--- config.mk ---
export PLATFORM = sky130hd
export DESIGN_NAME = ocz_ctrl
export DESIGN_NICKNAME = d
export VERILOG_FILES = /design/src/hdl/ocz_pkg.sv /design/src/hdl/ocz_ctrl.sv
export VERILOG_INCLUDE_DIRS = /design/src /design/src/hdl
export SDC_FILE = /design/constraint.sdc
export NUM_CORES = 1
export LEC_CHECK = 0
export BUFFER_PORTS_ARGS = -buffer_cell sky130_fd_sc_hd__buf_4
export CORE_MARGIN = 4
export CORE_UTILIZATION = 47
export DETAILED_ROUTE_END_ITERATION = 7
export PLACE_DENSITY = 0.76
export SETUP_SLACK_MARGIN = 0.2
export SLEW_MARGIN = 20
export SYNTH_ARGS = -nofsm -noshare
export SYNTH_HDL_FRONTEND = slang
export SYNTH_SLANG_ARGS = --single-unit
--- constraint.sdc ---
create_clock -name clk -period 1.6 [get_ports clk]
set_input_delay 0 -clock clk [delete_from_list [all_inputs] [get_ports clk]]
set_output_delay 0 -clock clk [all_outputs]
set_load 0.01 [all_outputs]
--- src/hdl/orbit_camera_zoom_step_defines.svh ---
// Assertion macros for the orbit camera zoom step.
`ifndef ORBIT_CAMERA_ZOOM_STEP_DEFINES_SVH
`define ORBIT_CAMERA_ZOOM_STEP_DEFINES_SVH
`ifndef SYNTH
`define OCZ_ASSERT_IMPL(label, clk, rst_n, ante, cons) \
  label: assert property (@(posedge clk) disable iff (!rst_n) (ante) |-> (cons)) \
    else $error("assertion failed");
`define OCZ_ASSERT_NEXT(label, clk, rst_n, ante, cons) \
  label: assert property (@(posedge clk) disable iff (!rst_n) (ante) |=> (cons)) \
    else $error("assertion failed");
`else
`define OCZ_ASSERT_IMPL(label, clk, rst_n, ante, cons)
`define OCZ_ASSERT_NEXT(label, clk, rst_n, ante, cons)
`endif
`endif

--- src/hdl/ocz_pkg.sv ---
`default_nettype none
package ocz_pkg;
  localparam int SINE_TABLE_BITS = 10;
  localparam int QTAB_BITS = SINE_TABLE_BITS - 2;
  localparam int QTAB_N = 1 << QTAB_BITS;

  localparam logic [2:0] REG_MIN_RADIUS    = 3'd0;
  localparam logic [2:0] REG_MAX_RADIUS    = 3'd1;
  localparam logic [2:0] REG_START_RADIUS  = 3'd2;
  localparam logic [2:0] REG_HEIGHT_OFFSET = 3'd3;
  localparam logic [2:0] REG_ZOOM_RATE     = 3'd4;
  localparam logic [2:0] REG_FAST_GAIN     = 3'd5;
  localparam logic [2:0] REG_SLOW_GAIN     = 3'd6;
  localparam logic [2:0] REG_STICK_GAIN    = 3'd7;

  // Datapath steps issued by the controller; OP_NONE does nothing.
  typedef enum logic [3:0] {
    OP_LOAD   = 4'd0,
    OP_DEMAND = 4'd1,
    OP_VEL    = 4'd2,
    OP_RADIUS = 4'd3,
    OP_HORIZ  = 4'd4,
    OP_VERT   = 4'd5,
    OP_PX     = 4'd6,
    OP_PZ     = 4'd7,
    OP_OUT    = 4'd8,
    OP_NONE   = 4'd9
  } op_t;

  typedef struct packed {
    op_t  op;
  } dp_cmd_t;

  typedef logic [QTAB_N-1:0][14:0] qtab_t;

  // Polynomial sine magnitude over the first quarter turn.
  function automatic logic [14:0] poly_mag(input logic [14:0] x);
    logic [31:0] t, t2, prod, inner, mid, mag;
    t = {16'd0, x, 1'b0};
    t2 = (t * t) >> 15;
    prod = (t2 * 32'd2320) >> 15;
    inner = 32'd21024 - prod;
    prod = (t2 * inner) >> 15;
    mid = 32'd51472 - prod;
    mag = (t * mid) >> 15;
    if (mag > 32'd32767) mag = 32'd32767;
    poly_mag = mag[14:0];
  endfunction

  function automatic qtab_t build_qtab();
    qtab_t tab;
    for (int i = 0; i < QTAB_N; i++) begin
      tab[i] = poly_mag(15'(i << (16 - SINE_TABLE_BITS)));
    end
    return tab;
  endfunction

  localparam qtab_t QSIN = build_qtab();

  // Quarter-wave table lookup; the full quarter point saturates to 32767.
  function automatic logic signed [16:0] sine_q15(input logic [15:0] ang);
    logic [QTAB_BITS-1:0] idx, ridx;
    logic [14:0] mag;
    idx = ang[13 -: QTAB_BITS];
    ridx = ~idx + 1'b1;
    if (!ang[14]) mag = QSIN[idx];
    else if (idx == '0) mag = 15'd32767;
    else mag = QSIN[ridx];
    sine_q15 = ang[15] ? -$signed({2'b0, mag}) : $signed({2'b0, mag});
  endfunction
endpackage
`default_nettype wire

--- src/hdl/ocz_ctrl.sv ---
`default_nettype none
`include "orbit_camera_zoom_step_defines.svh"
module ocz_ctrl (
  input  wire logic            clk,
  input  wire logic            rst_n,
  input  wire logic            in_fire,
  input  wire logic            exit_in,
  input  wire logic            out_busy,
  output ocz_pkg::dp_cmd_t     cmd,
  output logic                 in_ready,
  output logic                 out_load
);
  typedef enum logic [10:0] {
    S_IDLE   = 11'b00000000001,
    S_DEMAND = 11'b00000000010,
    S_VEL    = 11'b00000000100,
    S_RADIUS = 11'b00000001000,
    S_HORIZ  = 11'b00000010000,
    S_VERT   = 11'b00000100000,
    S_PX     = 11'b00001000000,
    S_PZ     = 11'b00010000000,
    S_OUT    = 11'b00100000000,
    S_WAIT   = 11'b01000000000,
    S_EXIT   = 11'b10000000000
  } state_t;
  state_t state_r, state_nxt;

  always_ff @(posedge clk) begin
    if (!rst_n) state_r <= S_IDLE;
    else state_r <= state_nxt;
  end

  always_comb begin
    state_nxt = state_r;
    cmd.op = ocz_pkg::OP_NONE;
    out_load = 1'b0;
    in_ready = (state_r == S_IDLE);
    case (state_r)
      S_IDLE: begin
        if (in_fire) begin
          cmd.op = ocz_pkg::OP_LOAD;
          state_nxt = exit_in ? S_EXIT : S_DEMAND;
        end
      end
      S_DEMAND: begin cmd.op = ocz_pkg::OP_DEMAND; state_nxt = S_VEL; end
      S_VEL:    begin cmd.op = ocz_pkg::OP_VEL;    state_nxt = S_RADIUS; end
      S_RADIUS: begin cmd.op = ocz_pkg::OP_RADIUS; state_nxt = S_HORIZ; end
      S_HORIZ:  begin cmd.op = ocz_pkg::OP_HORIZ;  state_nxt = S_VERT; end
      S_VERT:   begin cmd.op = ocz_pkg::OP_VERT;   state_nxt = S_PX; end
      S_PX:     begin cmd.op = ocz_pkg::OP_PX;     state_nxt = S_PZ; end
      S_PZ:     begin cmd.op = ocz_pkg::OP_PZ;     state_nxt = S_OUT; end
      S_OUT:    begin cmd.op = ocz_pkg::OP_OUT;    state_nxt = S_WAIT; end
      S_WAIT, S_EXIT: begin
        if (!out_busy) begin
          out_load = 1'b1;
          state_nxt = S_IDLE;
        end
      end
      default: state_nxt = S_IDLE;
    endcase
  end

  `OCZ_ASSERT_IMPL(a_ready_idle, clk, rst_n, in_ready, state_r == S_IDLE)
  `OCZ_ASSERT_NEXT(a_load_idle, clk, rst_n, out_load, state_r == S_IDLE)
  `OCZ_ASSERT_NEXT(a_exit_path, clk, rst_n, in_fire && exit_in, state_r == S_EXIT)
endmodule
`default_nettype wire

==> results.cfg, run 1 <==
[run_status]
status = finished with violations
failed_checks = negative setup slack

[power]
totalPowerFinal_mw = 0.729
p_sw_share_pct = 32.9
p_switching_mw = 0.240
p_seq_share_pct = 38.5
ir_drop_mv = 0.469
power.internal_mw = 0.489
p_leak_nw = 0.366
p_comb_share_pct = 34.7
power.share.clock_pct = 26.8
powerDensity_mw_per_mm2 = 716

[placement]
finalWeightedCongestion = 0.782
placed_cell_area_um2 = 821
dp.cells = 99
dp.final_hpwl_um = 1140
port_buffers = 10

[detailed_routing]
drt-initial-drc-count = 12
num_vias = 691
vias_per_cell = 6.28
dr.pass1.iters = 5
wirelength_um = 1930
drc = 0
final_antenna_net_count = 0
wl_per_cell_um = 17.6

[worst_setup_path]
start_kind = flop
end_kind = primary output
required_ps = 1600
path_max_fanout = 8
cp.arrival_ps = 1730
path_class = flop to primary output

[cells_and_area]
antennaDiodeCount = 0
drive_gt1_share_pct = 61.1
nFillCells = 97
largest-register = state_r
reg_top3 = state_r x11
stdcell_area_mm2 = 0.00102
stdcell_count = 110
largest_reg_flops = 11
syn_to_final_growth_pct = 44.8
nets = 101

[sta]
rsz0062_at_grt = true
min_period_over_period_pct = 108
maxSlewHeadroom_pct = 74.0
drv_slew = 0
skew_ps = 2.14
timing.hold.ws_ps = 35.2
max_freq_mhz = 577
layout_setup_ws_ps = -133
hold_violations = 0
finalCriticalPeriod_ps = 1730
tightest_slew_ps = 388
setup_viol = 13

[synth]
syn-cell-area_um2 = 703
syn_inst = 74
ys_warn_count = 0
synth_fp_nets = 79
synth_seq_area_share_pct = 31.3
syn_area_per_cell_um2 = 9.50
synth.distinct_cells = 32
ys_ff_latch = 11

[global_route]
grt_pass1_vias = 607
grt_util_all_layers_pct = 17.4
grt_max_degree = 9
antenna_found_initial = 0
grt.overflow.total = 0
grt_first_pass_wirelength_um = 2700

[floorplanning]
start_util_pct = 52.1
core_area_mm2 = 0.00135
rows = 13
die_w_um = 46.7
die-height_um = 46.7
die_area_mm2 = 0.00218
io_pins = 11

[cts]
cts_made_buffers = 3
clock_latency_ps = 270
root_buffer = clkbuf_4
clk_pin_slew_ps = 70
clock_path_buffers = 2
clock-sinks = 11
tritoncts = yes
ctsHtreeMaxLevel = 1

[flow_run]
maxCapViolations = 0

[min_path]
hold_class = input port to flop
## critical path, stage by stage, from the launching register on
cell and delay [ps]:
dfxtp_4 380, nor4_4 310, nand3_2 140, o32a_1 380, o211ai_1 100, buf_4 150
## timing repair
item | in CTS | in global routing
setup endpoints to repair | 15 | 17
resized for setup | 20 | 13
pin swaps | 7 | 8
hold buffers | 3 | 0
buffers inserted | 2 | 2
cloned | 0 | 0
hold endpoints to repair | 3 | 0
## cell usage after synthesis (all sizes together)
cell,number,area [um2]
o2bb2ai,1,8.76
o211ai,3,22.5
o32a,1,10.0
nand3,5,30.0
and4,2,20.0
nor3,6,60.1
xnor2,3,26.3
nand3b,3,22.5
nor2,5,18.8
xor2,3,26.3
or4b,2,20.0
buf,3,21.3
o21ai,1,5.00
nor4,4,58.8
dfxtp,11,220
nor2b,2,12.5
and2,1,6.26
or2,1,6.26
or3,2,12.5
nand2,5,18.8
a31oi,1,6.26
inv,2,7.51
or2b,1,7.51
o311ai,1,8.76
a21oi,3,18.8
nand2b,1,6.26
a221o,1,21.3
## per-layer routing
metal  GRT usage [%]  share of wire, %  up-vias
li1                -                 -      320
met1            23.2                43      338
met2            29.1                50       27
met3            2.34               5.9        6
met4            4.97               1.5        0
met5               0                 0        -
## kinds of logic (layout without fill, tap and decap cells)
| family | count (synthesis) | in the layout | share of synthesized area (%) |
|---|---|---|---|
| flip-flops | 11 | 11 | 31.3 |
| buffers and inverters | 5 | 26 | 4.09 |
| XOR/XNOR | 6 | 6 | 7.47 |
| AO/OA/AOI/OAI | 12 | 12 | 14.4 |
| AND/OR/NAND/NOR | 40 | 40 | 42.7 |
## path summary, 6_finish.rpt
path | start | slack [ps] | cells past startpoint | end
hold reg to reg | state_r[9] | 500 | 2 | state_r[9]
setup / recovery | state_r[7] | -130 | 5 | cmd[0]
setup reg to reg | state_r[7] | -70 | 6 | state_r[6]
hold / removal | out_busy | 40 | 3 | state_r[9]
## power groups by stage
stage          clock network (mW)  registers (mW)  logic (mW)
5_1_grt                     0.215           0.281       0.269
4_1_cts                     0.195           0.280       0.222
3_5_place_dp                    0           0.296       0.192
2_1_floorplan                   0           0.292       0.127
3_3_place_gp                    0           0.295       0.190
6_report                    0.195           0.281       0.253
## final cells by class
cell class	instances	area, um2	area share, %
Multi-Input combinational cell	58	544	53.4
Inverter	2	7.51	0.737
Sequential cell	11	245	24.1
Clock buffer	4	26.3	2.58
Timing Repair Buffer	20	176	17.3
Tap cell	15	18.8	1.84
## cell usage in the layout, fill, tap and decap left out, types with 3 or more instances in the layout
master	Yosys	layout
nand2_1	5	3
nor3_2	6	5
nor2_1	5	3
xor2_1	3	3
xnor2_1	3	3
buf_6	1	5
o211ai_1	3	3
nand3b_1	3	3
nor4_2	3	3
buf_4	0	12
dlygate4sd3_1	0	3
dfxtp_1	11	3
nand3_2	1	4
clkbuf_4	0	3
dfxtp_4	0	6
## per-stage QoR
stage	util (%)	TNS [ps]	setup slack [ps]
2_1_floorplan	-	0	201
3_3_place_gp	60.8	0	108
3_5_place_dp	60.8	0	99.2
4_1_cts	70.0	-254	-93.3
5_1_grt	75.4	-1480	-187
6_report	75.4	-849	-133
No activity file was read; power rests on OpenSTA's default activity.
==> run 2, diff against run 1 <==
--- a/config.mk
+++ b/config.mk
@@ -9,6 +9,7 @@
 export BUFFER_PORTS_ARGS = -buffer_cell sky130_fd_sc_hd__buf_4
 export CORE_MARGIN = 4
 export CORE_UTILIZATION = 47
+export CTS_BUF_LIST = sky130_fd_sc_hd__clkbuf_4
 export DETAILED_ROUTE_END_ITERATION = 7
 export PLACE_DENSITY = 0.76
 export SETUP_SLACK_MARGIN = 0.2
==> run 2 against run 1 <==
  * The run still ends with negative setup slack left
  * Clock-buffer cell count unchanged
  * Design area up 4.1%
  * Worst hold slack worse by 9.0 ps
  * Flip-flop and latch count unchanged
  * Wire length up 6.6%
  * Clock power up 11%
  * Setup slack better by 14 ps
  * Critical path depth up 1
  * Total power up 3.6%
  * Non-clock buffer count up 2
  * Clock skew up 2.7 ps
  * Critical path type unchanged
  * Critical endpoint unchanged
==> results.cfg, run 2 (synthesis gave the netlist of run 1 again) <==
[run_status]
status = finished with violations
failed_checks = negative setup slack

[cts]
clock_latency_ps = 270
tritoncts = yes
root_buffer = clkbuf_4
ctsHtreeMaxLevel = 1
clock-sinks = 11
cts_made_buffers = 3
clk_pin_slew_ps = 80
clock_path_buffers = 2

[detailed_routing]
drc = 0
dr.pass1.iters = 4
final_antenna_net_count = 0
num_vias = 715
vias_per_cell = 6.38
drt-initial-drc-count = 27
wirelength_um = 2060
wl_per_cell_um = 18.4

[worst_setup_path]
r2r_end = state_r[5]
start_kind = flop
crit_path_frequent_cell = buf_4
crit_buf_inv = 2
slowest_stage = dfxtp_4
rr_startpoint = state_r[7]
path_max_fanout = 8
crit_family = simple AND/OR/NAND/NOR gates
rrSetupSlack_ps = -60
rr_worst_depth = 6
cp.arrival_ps = 1720
cpPeakStageDelay_ps = 380
end_kind = primary output
path_class = flop to primary output
crit_chain = nor4_4 -> buf_4 -> and4_4 -> nand2_4 -> o211ai_1 -> buf_4
required_ps = 1600

[floorplanning]
core_area_mm2 = 0.00135
die-height_um = 46.7
start_util_pct = 52.1
io_pins = 11
rows = 13
die_area_mm2 = 0.00218
die_w_um = 46.7

[sta]
maxSlewHeadroom_pct = 80.3
drv_slew = 0
skew_ps = 4.83
setup_viol = 13
max_freq_mhz = 582
fin_setup_tns_ps = -747
timing.hold.ws_ps = 26.2
min_period_over_period_pct = 107
finalCriticalPeriod_ps = 1720
hold_violations = 0
layout_setup_ws_ps = -119
rsz0062_at_grt = true
tightest_slew_ps = 291

[flow_run]
maxCapViolations = 0

[cells_and_area]
nets = 103
final_common_cell = buf_4
syn_to_final_growth_pct = 50.7
largest-register = state_r
reg_top3 = state_r x11
antennaDiodeCount = 0
layout.cells.most_common_list = buf_4 (13), buf_6 (6), dfxtp_4 (6)
drive_gt1_share_pct = 66.0
stdcell_area_mm2 = 0.00106
largest_reg_flops = 11

[global_route]
grt_max_degree = 9
grt_util_all_layers_pct = 17.4
grt.overflow.total = 0
grt_first_pass_wirelength_um = 2730
antenna_found_initial = 0
grt_pass1_vias = 628

[power]
powerDensity_mw_per_mm2 = 712
p_leak_nw = 0.387
ir_drop_mv = 0.501

[placement]
finalWeightedCongestion = 0.782
dp.final_hpwl_um = 1140
port_buffers = 10
placed_cell_area_um2 = 821

[min_path]
hold_start = out_busy
hold_end = state_r[10]
hold_class = input port to flop
hold_depth = 3
run 2: worst register-to-register path, delay by kind of cell (launching register included):
family / cells / cell delay, ps
AND/OR/NAND/NOR: 3 / 620
flip-flops: 1 / 380
buffers and inverters: 2 / 300
AO/OA/AOI/OAI: 1 / 260
run 2: repair_timing:
| item | in CTS | in global routing |
|---|---|---|
| gates resized for setup | 20 | 18 |
| pin swaps | 7 | 13 |
| setup buffers | 2 | 4 |
| endpoints found under the setup margin | 15 | 17 |
| hold buffers | 3 | 0 |
| endpoints found under the hold margin | 3 | 0 |
run 2: how the worst max path moves through the flow:
stage	slack (ps)	depth (start not counted)	start	endpoint
global route	-170	6	state_r[7]	cmd[0]
floorplan	200	4	state_r[5]	state_r[6]
CTS	-90	5	state_r[5]	cmd[3]
detailed placement	100	4	state_r[7]	state_r[6]
global placement	110	4	state_r[7]	state_r[1]
finish	-120	6	state_r[7]	cmd[0]
run 2: cell type report:
class	count	area (um2)
clock buffers	4	30.0
fillers	81	290
inverters	2	7.51
multi-input cells	58	563
flip-flops and latches	11	245
well taps	15	18.8
repair buffers	22	195
run 2: stage by stage:
| step | instances | util [%] | total power [mW] | setup WS (ps) |
|---|---|---|---|---|
| finish | 112 | 78.5 | 0.755 | -119 |
| global route | 112 | 78.5 | 0.778 | -168 |
| CTS | 108 | 70.3 | 0.712 | -93.3 |
| detailed placement | 99 | 60.8 | 0.488 | 99.2 |
| global placement | 99 | 60.8 | 0.485 | 108 |
| floorplan | 74 | - | 0.419 | 201 |
run 2: power breakdown:
group          internal, mW  switching (mW)
sequential            0.272          0.0105
clock                 0.114           0.104
combinational         0.121           0.134
run 2: layer usage:
metal	track usage, %	vias to the layer above	share of wire [%]
li1	-	323	-
met2	29.7	36	49
met4	5.52	0	1.7
met5	0	-	0
met1	22.5	351	42
met3	2.34	5	7.0
==> run 3, diff against run 2 <==
--- a/config.mk
+++ b/config.mk
@@ -6,12 +6,13 @@
 export SDC_FILE = /design/constraint.sdc
 export NUM_CORES = 1
 export LEC_CHECK = 0
+export ABC_AREA = 1
 export BUFFER_PORTS_ARGS = -buffer_cell sky130_fd_sc_hd__buf_4
 export CORE_MARGIN = 4
 export CORE_UTILIZATION = 47
 export CTS_BUF_LIST = sky130_fd_sc_hd__clkbuf_4
 export DETAILED_ROUTE_END_ITERATION = 7
-export PLACE_DENSITY = 0.76
+export PLACE_DENSITY = 0.77
 export SETUP_SLACK_MARGIN = 0.2
 export SLEW_MARGIN = 20
 export SYNTH_ARGS = -nofsm -noshare
==> run 3 against run 2 <==
  * The flow now finishes without violations
  * Clock skew hardly changed
  * Design area shrank 2.4%
  * Fmax is 8.2% higher
  * Critical endpoint unchanged
  * Cell count increased by 31%
==> results.cfg, run 3 <==
[run_status]
status = completed

[global_route]
grt_first_pass_wirelength_um = 3180
grt_util_all_layers_pct = 21.6
grt.overflow.total = 0
grt_pass1_vias = 771
grt_max_degree = 11
antenna_found_initial = 0

[synth]
synth_common_cells = nand2_1 (26), inv_1 (22), nor2_1 (16)
synth_top_area_share_pct = 33.4
synthFlopType = dfxtp_1
ys_ff_latch = 11
ys_warn_count = 0
yosysMostFrequentCell = nand2_1
syn_inst = 109
synth.distinct_cells = 16
synth_seq_area_share_pct = 33.4
synth_edf_count = 0
synth_fp_nets = 114
synth_area_leader_cell = dfxtp_1
synthTopCellsByArea = dfxtp_1 (33%), nand2_1 (15%), inv_1 (13%), nor2_1 (9.1%), nand4_1 (6.6%)
syn_area_per_cell_um2 = 6.05
async_flop_share_pct = 0
syn-cell-area_um2 = 659

[worst_setup_path]
setup.worst_path.start = state_r[0]
start_kind = flop
end_kind = primary output
rrSetupSlack_ps = 140
cp.arrival_ps = 1590
rr_worst_depth = 10
cp-endpoint = cmd[0]
path_class = flop to primary output
required_ps = 1600
path_max_fanout = 5
rr_startpoint = state_r[10]
r2r_end = state_r[0]

[cells_and_area]
largest-register = state_r
drive_gt1_share_pct = 53.8
register_area_um2 = 234
nets = 138
layout.cells.most_common_list = inv_1 (20), buf_4 (17), nand2_1 (16)
multi_input_area_um2 = 494
nFillCells = 86
reg_top3 = state_r x11
antennaDiodeCount = 0
final_common_cell = inv_1
largest_reg_flops = 11
syn_to_final_growth_pct = 56.9
fin_util_pct = 78.5
stdcell_area_mm2 = 0.00103

[cts]
clock-sinks = 11
clock_path_buffers = 2
tritoncts = yes
clock_latency_ps = 270
ctsHtreeMaxLevel = 1
root_buffer = clkbuf_4
cts_made_buffers = 3
clk_pin_slew_ps = 80

[flow_run]
maxCapViolations = 0

[sta]
tightest_slew_ps = 273
maxSlewHeadroom_pct = 81.7
hold_violations = 0
skew_ps = 5.04
timing.hold.ws_ps = 33.9
setup_viol = 0
finalCriticalPeriod_ps = 1590
fin_setup_tns_ps = 0
min_period_over_period_pct = 99.3
max_freq_mhz = 629
drv_slew = 0
rsz0062_at_grt = true

[detailed_routing]
wirelength_um = 2230
drt-initial-drc-count = 62
dr.pass1.iters = 4
vias_per_cell = 5.70
final_antenna_net_count = 0
wl_per_cell_um = 15.1
drc = 0
num_vias = 838

[floorplanning]
die-height_um = 45.5
core_area_mm2 = 0.00132
rows = 13
io_pins = 11
die_area_mm2 = 0.00207
start_util_pct = 50.0
die_w_um = 45.5

[placement]
dp.final_hpwl_um = 1150
port_buffers = 10
placed_cell_area_um2 = 749
finalWeightedCongestion = 0.827

[power]
totalPowerFinal_mw = 1.12
powerDensity_mw_per_mm2 = 1080
p_leak_nw = 0.560
ir_drop_mv = 0.987

[min_path]
hold_class = input port to flop
## run 3: cell types whose count changed in the layout (fill, tap and decap cells not counted), sizes merged, moves of 4 or more
cell,change
nor2,+13
nand4,+7
nor4,-4
inv,+21
nand2,+25
## run 3: logic make-up after synthesis
kind of cell / Yosys count / synth area share, %
and+or+nand+nor: 68 / 48.4
buffers and inverters: 25 / 14.4
DFF: 11 / 33.4
AOI/OAI and AO/OA: 5 / 3.79
## run 3: cell type report
cell class / instances / share of cell area [%]
multi-input combinational: 73 / 47.8
timing repair buffer: 20 / 15.5
tap: 15 / 1.81
inverter: 24 / 9.43
clock buffer: 4 / 2.90
sequential: 11 / 22.6
## run 3: worst min-delay path by stage
stage	end	depth (start not counted)	slack (ps)	start
after floorplan	out_load	1	50	out_busy
after global placement	out_load	3	250	out_busy
after detailed placement	out_load	3	250	out_busy
after CTS	state_r[5]	3	30	rst_n
after global routing	state_r[9]	3	50	rst_n
final	state_r[10]	3	30	rst_n
## run 3: what timing repair did
item                                    4_1_cts  5_1_grt
hold buffers                                  1        0
pin swaps                                    21       11
endpoints found under the setup margin        6       15
hold endpoints to repair                      1        0
setup buffers                                 7        2
gates resized for setup                      41       16
## run 3: per-stage QoR
step,setup slack [ps],std cells
final,11.3,147
after global routing,-78.1,147
after CTS,94.6,145
after detailed placement,186,133
after global placement,246,133
after floorplan,318,109
## run 3: metal layers
layer	track usage [%]	part of all wire (%)
met5	0	0
met1	24.5	39
met2	34.5	48
met4	13.5	2.9
met3	6.72	11
## run 3: where the power goes
| part | total [mW] | switching, mW | internal, mW |
|---|---|---|---|
| clock network | 0.213 | 0.0994 | 0.114 |
| logic | 0.574 | 0.342 | 0.231 |
| registers | 0.329 | 0.0283 | 0.300 |
## run 3: worst max-delay path, cell delays in order (launching register included)
cell and delay, ps:
dfxtp_2 350, nor2_4 150, nand2_4 80, nor2_4 190
nand2_2 110, inv_2 90, nor2_2 60, nand2_2 80
nand3_2 60, buf_4 140
